--- src/design/bpa_pkg.sv ---
// ----------------------------------------------------------------------------
// bpa_pkg
// Shared types, constants and codes of the buddy page allocator.
// ----------------------------------------------------------------------------
`timescale 1ns / 1ps
`default_nettype none

package bpa_pkg;

	// sizes of the page store and of the free lists
	localparam int NUM_PAGES  = 65536;
	localparam int ORDER_CNT  = 12;
	localparam int PAGE_W     = $clog2(NUM_PAGES);
	localparam int LINK_W     = PAGE_W + 1;
	localparam int EXT_W      = PAGE_W + 2;
	localparam int HEAD_W     = $clog2(ORDER_CNT);
	localparam int ORD_W      = 4;
	localparam int ADDR_W     = 40;
	localparam int CNT_W      = 17;
	localparam int PAGE_SHIFT = 12;
	localparam int OFF_W      = ADDR_W - PAGE_SHIFT;
	localparam int BLK        = 1 << (ORDER_CNT - 1);
	localparam int INFO_W     = 2 + ORD_W;

	// empty link: top bit set means outside the page store
	localparam logic [LINK_W-1:0] NIL = '1;

	// page record states
	localparam logic [1:0] PG_FREE  = 2'd0;
	localparam logic [1:0] PG_ALLOC = 2'd1;
	localparam logic [1:0] PG_RSVD  = 2'd2;

	// configuration register indexes
	localparam logic [1:0] CFG_RAM_BASE   = 2'd0;
	localparam logic [1:0] CFG_RAM_PAGES  = 2'd1;
	localparam logic [1:0] CFG_FIRST_FREE = 2'd2;

	// reset values of the configuration registers
	localparam logic [ADDR_W-1:0] RAM_BASE_RST   = 40'h0080000000;
	localparam logic [CNT_W-1:0]  RAM_PAGES_RST  = 17'd65536;
	localparam logic [CNT_W-1:0]  FIRST_FREE_RST = 17'd0;

	typedef enum logic [1:0] {
		REQ_INIT  = 2'd0,
		REQ_ALLOC = 2'd1,
		REQ_FREE  = 2'd2,
		REQ_BAD   = 2'd3
	} req_t;

	typedef enum logic [3:0] {
		ST_OK           = 4'd0,
		ST_BAD_ORDER    = 4'd1,
		ST_NO_MEM       = 4'd2,
		ST_MISALIGNED   = 4'd3,
		ST_RANGE        = 4'd4,
		ST_ALREADY_FREE = 4'd5,
		ST_RESERVED     = 4'd6,
		ST_NO_POOL      = 4'd7,
		ST_NO_INIT      = 4'd8
	} status_t;

	// datapath operations, one per cycle
	typedef enum logic [3:0] {
		OP_NONE,
		OP_LOAD,
		OP_DECODE,
		OP_SWEEP,
		OP_INIT_END,
		OP_A_HEAD,
		OP_PUSH_SPLIT,
		OP_PUSH_FREE,
		OP_PUSH_LINK,
		OP_A_FIN,
		OP_F_CHK,
		OP_F_BUD,
		OP_F_UNLINK,
		OP_F_CLR,
		OP_EMIT
	} op_t;

	typedef struct packed {
		op_t     op;
		status_t code;
	} bpa_cmd_t;

	typedef struct packed {
		req_t req;
		logic pool_ready;
		logic init_err;
		logic ord_bad;
		logic none_found;
		logic misaligned;
		logic out_of_range;
		logic rd_free;
		logic rd_alloc;
		logic cur_gt_ord;
		logic cur_top;
		logic bud_oob;
		logic bud_match;
		logic sweep_last;
		logic out_free;
	} bpa_stat_t;

endpackage

`default_nettype wire

--- src/design/bpa_ctrl.sv ---
// ----------------------------------------------------------------------------
// bpa_ctrl
// Controller: sequences init sweep, alloc split and free merge steps.
// ----------------------------------------------------------------------------
`timescale 1ns / 1ps
`default_nettype none

module bpa_ctrl
	import bpa_pkg::*;
(
	input  wire logic      clk,
	input  wire logic      arst_n,
	input  wire logic      in_valid,
	output logic           in_ready,
	input  wire bpa_stat_t stat,
	output bpa_cmd_t       cmd
);

	typedef enum logic [14:0] {
		S_IDLE     = 15'h0001,
		S_DECODE   = 15'h0002,
		S_SWEEP    = 15'h0004,
		S_INIT_END = 15'h0008,
		S_A_HEAD   = 15'h0010,
		S_SPLIT    = 15'h0020,
		S_LINK     = 15'h0040,
		S_A_FIN    = 15'h0080,
		S_F_CHK    = 15'h0100,
		S_F_BUD    = 15'h0200,
		S_F_BCHK   = 15'h0400,
		S_F_CLR    = 15'h0800,
		S_F_PUSH   = 15'h1000,
		S_FIN      = 15'h2000,
		S_F_WAIT   = 15'h4000
	} state_t;

	state_t  state_q, state_d;
	status_t code_q, code_d;

	assign in_ready = (state_q == S_IDLE);

	// next state and datapath command
	always_comb begin
		state_d  = state_q;
		code_d   = code_q;
		cmd.op   = OP_NONE;
		cmd.code = code_q;
		unique case (state_q)
			S_IDLE: begin
				if (in_valid) begin
					cmd.op  = OP_LOAD;
					state_d = S_DECODE;
				end
			end
			S_DECODE: begin
				cmd.op  = OP_DECODE;
				state_d = S_FIN;
				unique case (stat.req)
					REQ_INIT: begin
						if (stat.init_err) code_d = ST_NO_POOL;
						else               state_d = S_SWEEP;
					end
					REQ_ALLOC: begin
						if (!stat.pool_ready)   code_d = ST_NO_INIT;
						else if (stat.ord_bad)  code_d = ST_BAD_ORDER;
						else if (stat.none_found) code_d = ST_NO_MEM;
						else                    state_d = S_A_HEAD;
					end
					REQ_FREE: begin
						if (!stat.pool_ready)       code_d = ST_NO_INIT;
						else if (stat.misaligned)   code_d = ST_MISALIGNED;
						else if (stat.out_of_range) code_d = ST_RANGE;
						else                        state_d = S_F_CHK;
					end
					default: code_d = ST_BAD_ORDER;
				endcase
			end
			S_SWEEP: begin
				cmd.op = OP_SWEEP;
				if (stat.sweep_last) state_d = S_INIT_END;
			end
			S_INIT_END: begin
				cmd.op  = OP_INIT_END;
				code_d  = ST_OK;
				state_d = S_FIN;
			end
			S_A_HEAD: begin
				cmd.op  = OP_A_HEAD;
				state_d = stat.cur_gt_ord ? S_SPLIT : S_A_FIN;
			end
			S_SPLIT: begin
				cmd.op  = OP_PUSH_SPLIT;
				state_d = S_LINK;
			end
			S_LINK: begin
				cmd.op = OP_PUSH_LINK;
				if (stat.req == REQ_ALLOC) begin
					state_d = stat.cur_gt_ord ? S_SPLIT : S_A_FIN;
				end else begin
					code_d  = ST_OK;
					state_d = S_FIN;
				end
			end
			S_A_FIN: begin
				cmd.op  = OP_A_FIN;
				code_d  = ST_OK;
				state_d = S_FIN;
			end
			S_F_CHK: begin
				cmd.op = OP_F_CHK;
				if (stat.rd_free) begin
					code_d  = ST_ALREADY_FREE;
					state_d = S_FIN;
				end else if (!stat.rd_alloc) begin
					code_d  = ST_RESERVED;
					state_d = S_FIN;
				end else begin
					state_d = S_F_BUD;
				end
			end
			S_F_BUD: begin
				if (stat.cur_top || stat.bud_oob) begin
					state_d = S_F_PUSH;
				end else begin
					cmd.op  = OP_F_BUD;
					state_d = S_F_WAIT;
				end
			end
			S_F_WAIT: begin
				state_d = S_F_BCHK;
			end
			S_F_BCHK: begin
				if (stat.bud_match) begin
					cmd.op  = OP_F_UNLINK;
					state_d = S_F_CLR;
				end else begin
					state_d = S_F_PUSH;
				end
			end
			S_F_CLR: begin
				cmd.op  = OP_F_CLR;
				state_d = S_F_BUD;
			end
			S_F_PUSH: begin
				cmd.op  = OP_PUSH_FREE;
				state_d = S_LINK;
			end
			S_FIN: begin
				if (stat.out_free) begin
					cmd.op  = OP_EMIT;
					state_d = S_IDLE;
				end
			end
			default: state_d = S_IDLE;
		endcase
	end

	always_ff @(posedge clk or negedge arst_n) begin
		if (!arst_n) begin
			state_q <= S_IDLE;
			code_q  <= ST_OK;
		end else begin
			state_q <= state_d;
			code_q  <= code_d;
		end
	end

endmodule

`default_nettype wire

--- config.mk ---
export PLATFORM = sky130hd
export DESIGN_NAME = bpa_ctrl
export DESIGN_NICKNAME = d
export VERILOG_FILES = /design/src/design/bpa_pkg.sv /design/src/design/bpa_ctrl.sv
export SDC_FILE = /design/constraint.sdc
export NUM_CORES = 1
export LEC_CHECK = 0
export ABC_AREA = 1
export BUFFER_PORTS_ARGS = -buffer_cell sky130_fd_sc_hd__buf_2
export CAP_MARGIN = 20
export CORE_UTILIZATION = 45
export DETAILED_ROUTE_END_ITERATION = 7
export PLACE_DENSITY = 0.67
export SYNTH_ARGS = -nofsm -noshare
export SYNTH_HDL_FRONTEND = slang
export SYNTH_SLANG_ARGS = --single-unit
--- constraint.sdc ---
create_clock -name clk -period 1.75 [get_ports clk]
set_input_delay 0.0875 -clock clk [delete_from_list [all_inputs] [get_ports clk]]
set_output_delay 0.0875 -clock clk [all_outputs]
set_load 0.01 [all_outputs]
==> impl_metrics.csv <==
group,metric,value,unit
drt,ant_nets,0,
min_path,min_path_type,"in -> reg",
min_path,min-delay-start,"stat[6]",
synth,syn_avg_cell_area,6.93,µm²
worst_setup_path,startpoint_type,"flip-flop",
synth,synth_area_leaders,"dfrtp_1 30%, nand2_1 14%, nor2_1 8.8%",
global_routing,grt_first_pass_wirelength,6290,µm
finish,seq_area,477,µm²
power,power,0.00191,W
power,p_per_area,897,nW/µm²
worst_setup_path,cp.buffers_inverters,1,
timing,fmax,530,MHz
place,place.gp.congestion,0.847,
drt,num_vias,1644,
min_path,min_to,"state_q[9]$_DFFE_PN0P_",
timing,setup_viol,4,
finish,multi_input_area,1020,µm²
synth,syn_area,1500,µm²
place,port_buffers,27,
worst_setup_path,path_cells,"nor2_4 > nand2_4 > nor2_8 > nand2_4 > nor3b_4 > nor2_2 > nand4_1 > buf_2",
timing,drv_slew,0,
global_routing,grt_usage,23.6,%
timing,final.period_utilization,108,%
synth,synth_area_leader_cell,"dfrtp_1",
finish,area_delta_synth_final,42.1,%
finish,fin_util,68.5,%
worst_setup_path,cpMostUsedCell,"nand2_4",
global_routing,antenna_found_initial,0,
cts,htree_levels,1,
finish,drive_above_1_share,41.9,%
timing,min_period,1.89,ns
floorplan,ios,28,
synth,ys_seq_area_share,31.9,%
place,place_hpwl,2650,µm
cts,cts_root_buffer,"clkbuf_4",
timing,hold_viol_final,0,
drt,dr.first_iter.drc_count,59,
worst_setup_path,cp_max_fo,7,
timing,worstMarginPinSlew,0.439,ns
worst_setup_path,cpPeakStageDelay,0.43,ns
cts,numCtsBuffers,3,
cts,cts_sinks,19,
cts,clk_path_buf_depth,2,
finish,diodes,0,
synth,synth_nets,235,
synth,ys_types,31,
floorplan,core,3100,µm²
timing,worst_slack,-0.136,ns
global_routing,grt-ovfl-total,0,
timing,whs,0.0277,ns
synth,yosysWarnings,0,
outcome,violations,"negative setup slack",
worst_setup_path,rrSetupSlack,0.04,ns
floorplan,rows,20,
worst_setup_path,cpLargestDelayFamily,"simple AND/OR/NAND/NOR gates",
timing,maxSlewHeadroom,70.7,%
timing,tns,-0.405,ns
worst_setup_path,critPathKind,"reg -> out",
finish,fin_nets,299,
floorplan,fp.dieH,59.7,µm
floorplan,start_util,48.2,%
worst_setup_path,cp_data_arrival_time,1.80,ns
drt,wl_per_cell,13.0,µm
drt,wl,4200,µm
outcome,status,"finished, violations left",
cts,tritoncts,"yes",
power,p_leak,1.21,nW
timing,finClkSkew,0.00890,ns
drt,drcViolationCount,0,
worst_setup_path,startpoint,"state_q[4]$_DFFE_PN0P_",
synth,synthCells,216,
flow_run,cap_violations,0,
timing,rsz0062_at_grt,"yes",
cts,clk_pin_slew,0.12,ns
worst_setup_path,r2r-start,"state_q[4]$_DFFE_PN0P_",
worst_setup_path,rr_worst_depth,10,
global_routing,grt_pass1_vias,1529,
worst_setup_path,reg2reg_to,"state_q[0]$_DFFE_PN1P_",
min_path,holdPathStages,3,
worst_setup_path,worstPathRequired,1.66,ns
finish,fillers,289,
synth,synth_top_area_share,30.1,%
synth,synth-seq-cells,19,
worst_setup_path,crit_slowest_cell,"dfrtp_1",
drt,via_per_inst,5.09,
drt,first_pass_iters,5,
worst_setup_path,end_kind,"output pin",
power,vdd_drop_max,0.513,mV
cts,insertion_delay,0.31,ns
floorplan,die_area,3560,µm²
global_routing,grt_max_degree,20,
floorplan,die_w,59.7,µm
==> worst register-to-register path: cells and delay by family, from the launching register on <==
family | cells | cell delay [ns]
buf+inv | 2 | 0.27
flops | 1 | 0.43
simple gates | 8 | 0.95
==> worst max path at each step <==
stage	cells after the start	end
final	8	cmd[6]
after global routing	9	cmd[4]
after CTS	8	cmd[7]
after detailed placement	8	cmd[7]
after global placement	8	cmd[7]
after floorplan	9	code_q[2]$_DFFE_PN0P_
==> metrics by stage <==
stage | cell area (µm²) | instances | setup WS [ns]
2_1_floorplan | 1500 | 216 | 0.327
3_3_place_gp | 1690 | 287 | 0.171
3_5_place_dp | 1690 | 287 | 0.112
4_1_cts | 1990 | 318 | -0.0846
5_1_grt | 2130 | 323 | -0.188
6_report | 2130 | 323 | -0.136
==> cell families after synthesis <==
family          after synthesis  synth area share [%]
compound gates               16                  6.61
buf+inv                      35                  8.86
flops                        19                  31.9
simple gates                146                  52.7
==> state kept, by name, indices dropped and copies added, names as in the netlist <==
name	flops
state_q	15
code_q	4
==> layout make-up <==
type / count / area share, %
flip-flops and latches: 19 / 22.4
well taps: 44 / 2.59
clock buffers: 3 / 1.06
clock inverters: 1 / 0.235
inverters: 35 / 6.35
repair buffers: 59 / 19.2
multi-input cells: 162 / 48.2
==> report_power, final <==
| group | switching, W | total, W | internal [W] |
|---|---|---|---|
| registers | 0.0000516 | 0.000571 | 0.000519 |
| logic | 0.000618 | 0.00111 | 0.000488 |
| clock network | 0.000146 | 0.000231 | 0.0000854 |
==> synth_stat cells (all sizes together) <==
library cell  number
nor2              50
o21ai             10
nor4               1
dfstp              1
clkinv             2
o21bai             1
nand3             12
o22ai              1
a21oi              3
inv               33
nand2             67
nor3b              1
nor3               2
o2111ai            1
dfrtp             18
nand3b             1
or3                1
or2                2
nand4              9
==> what timing repair did <==
action                     4_1_cts  5_1_grt
pin swaps                       14       19
buffers inserted                23        5
resized for setup               15       29
setup endpoints to repair        4        6
hold endpoints to repair        22        0
hold buffers                     4        0
==> layout by cell type (no fill, tap or decap), drive strengths merged <==
cell type	instances
dlygate4sd3	4
clkbuf	3
o22ai	1
inv	34
clkinv	2
dfstp	1
or3	1
o21ai	10
nor3b	1
nor2	50
a21oi	3
or2	2
nand2	67
dfrtp	18
nor4	1
nor3	2
buf	55
o21bai	1
nand4	9
nand3b	1
o2111ai	1
nand3	12
==> metal layers <==
layer / part of all wire [%] / up-vias / global-route usage [%] / wire length [µm]
met4: 2.9 / 0 / 9.63 / 123
met3: 5.2 / 19 / 2.16 / 219
met1: 41 / 748 / 30.0 / 1710
met2: 51 / 73 / 40.8 / 2150
met5: 0 / - / 0 / 0
li1: - / 804 / - / -
(Power assumes the default switching activity.)
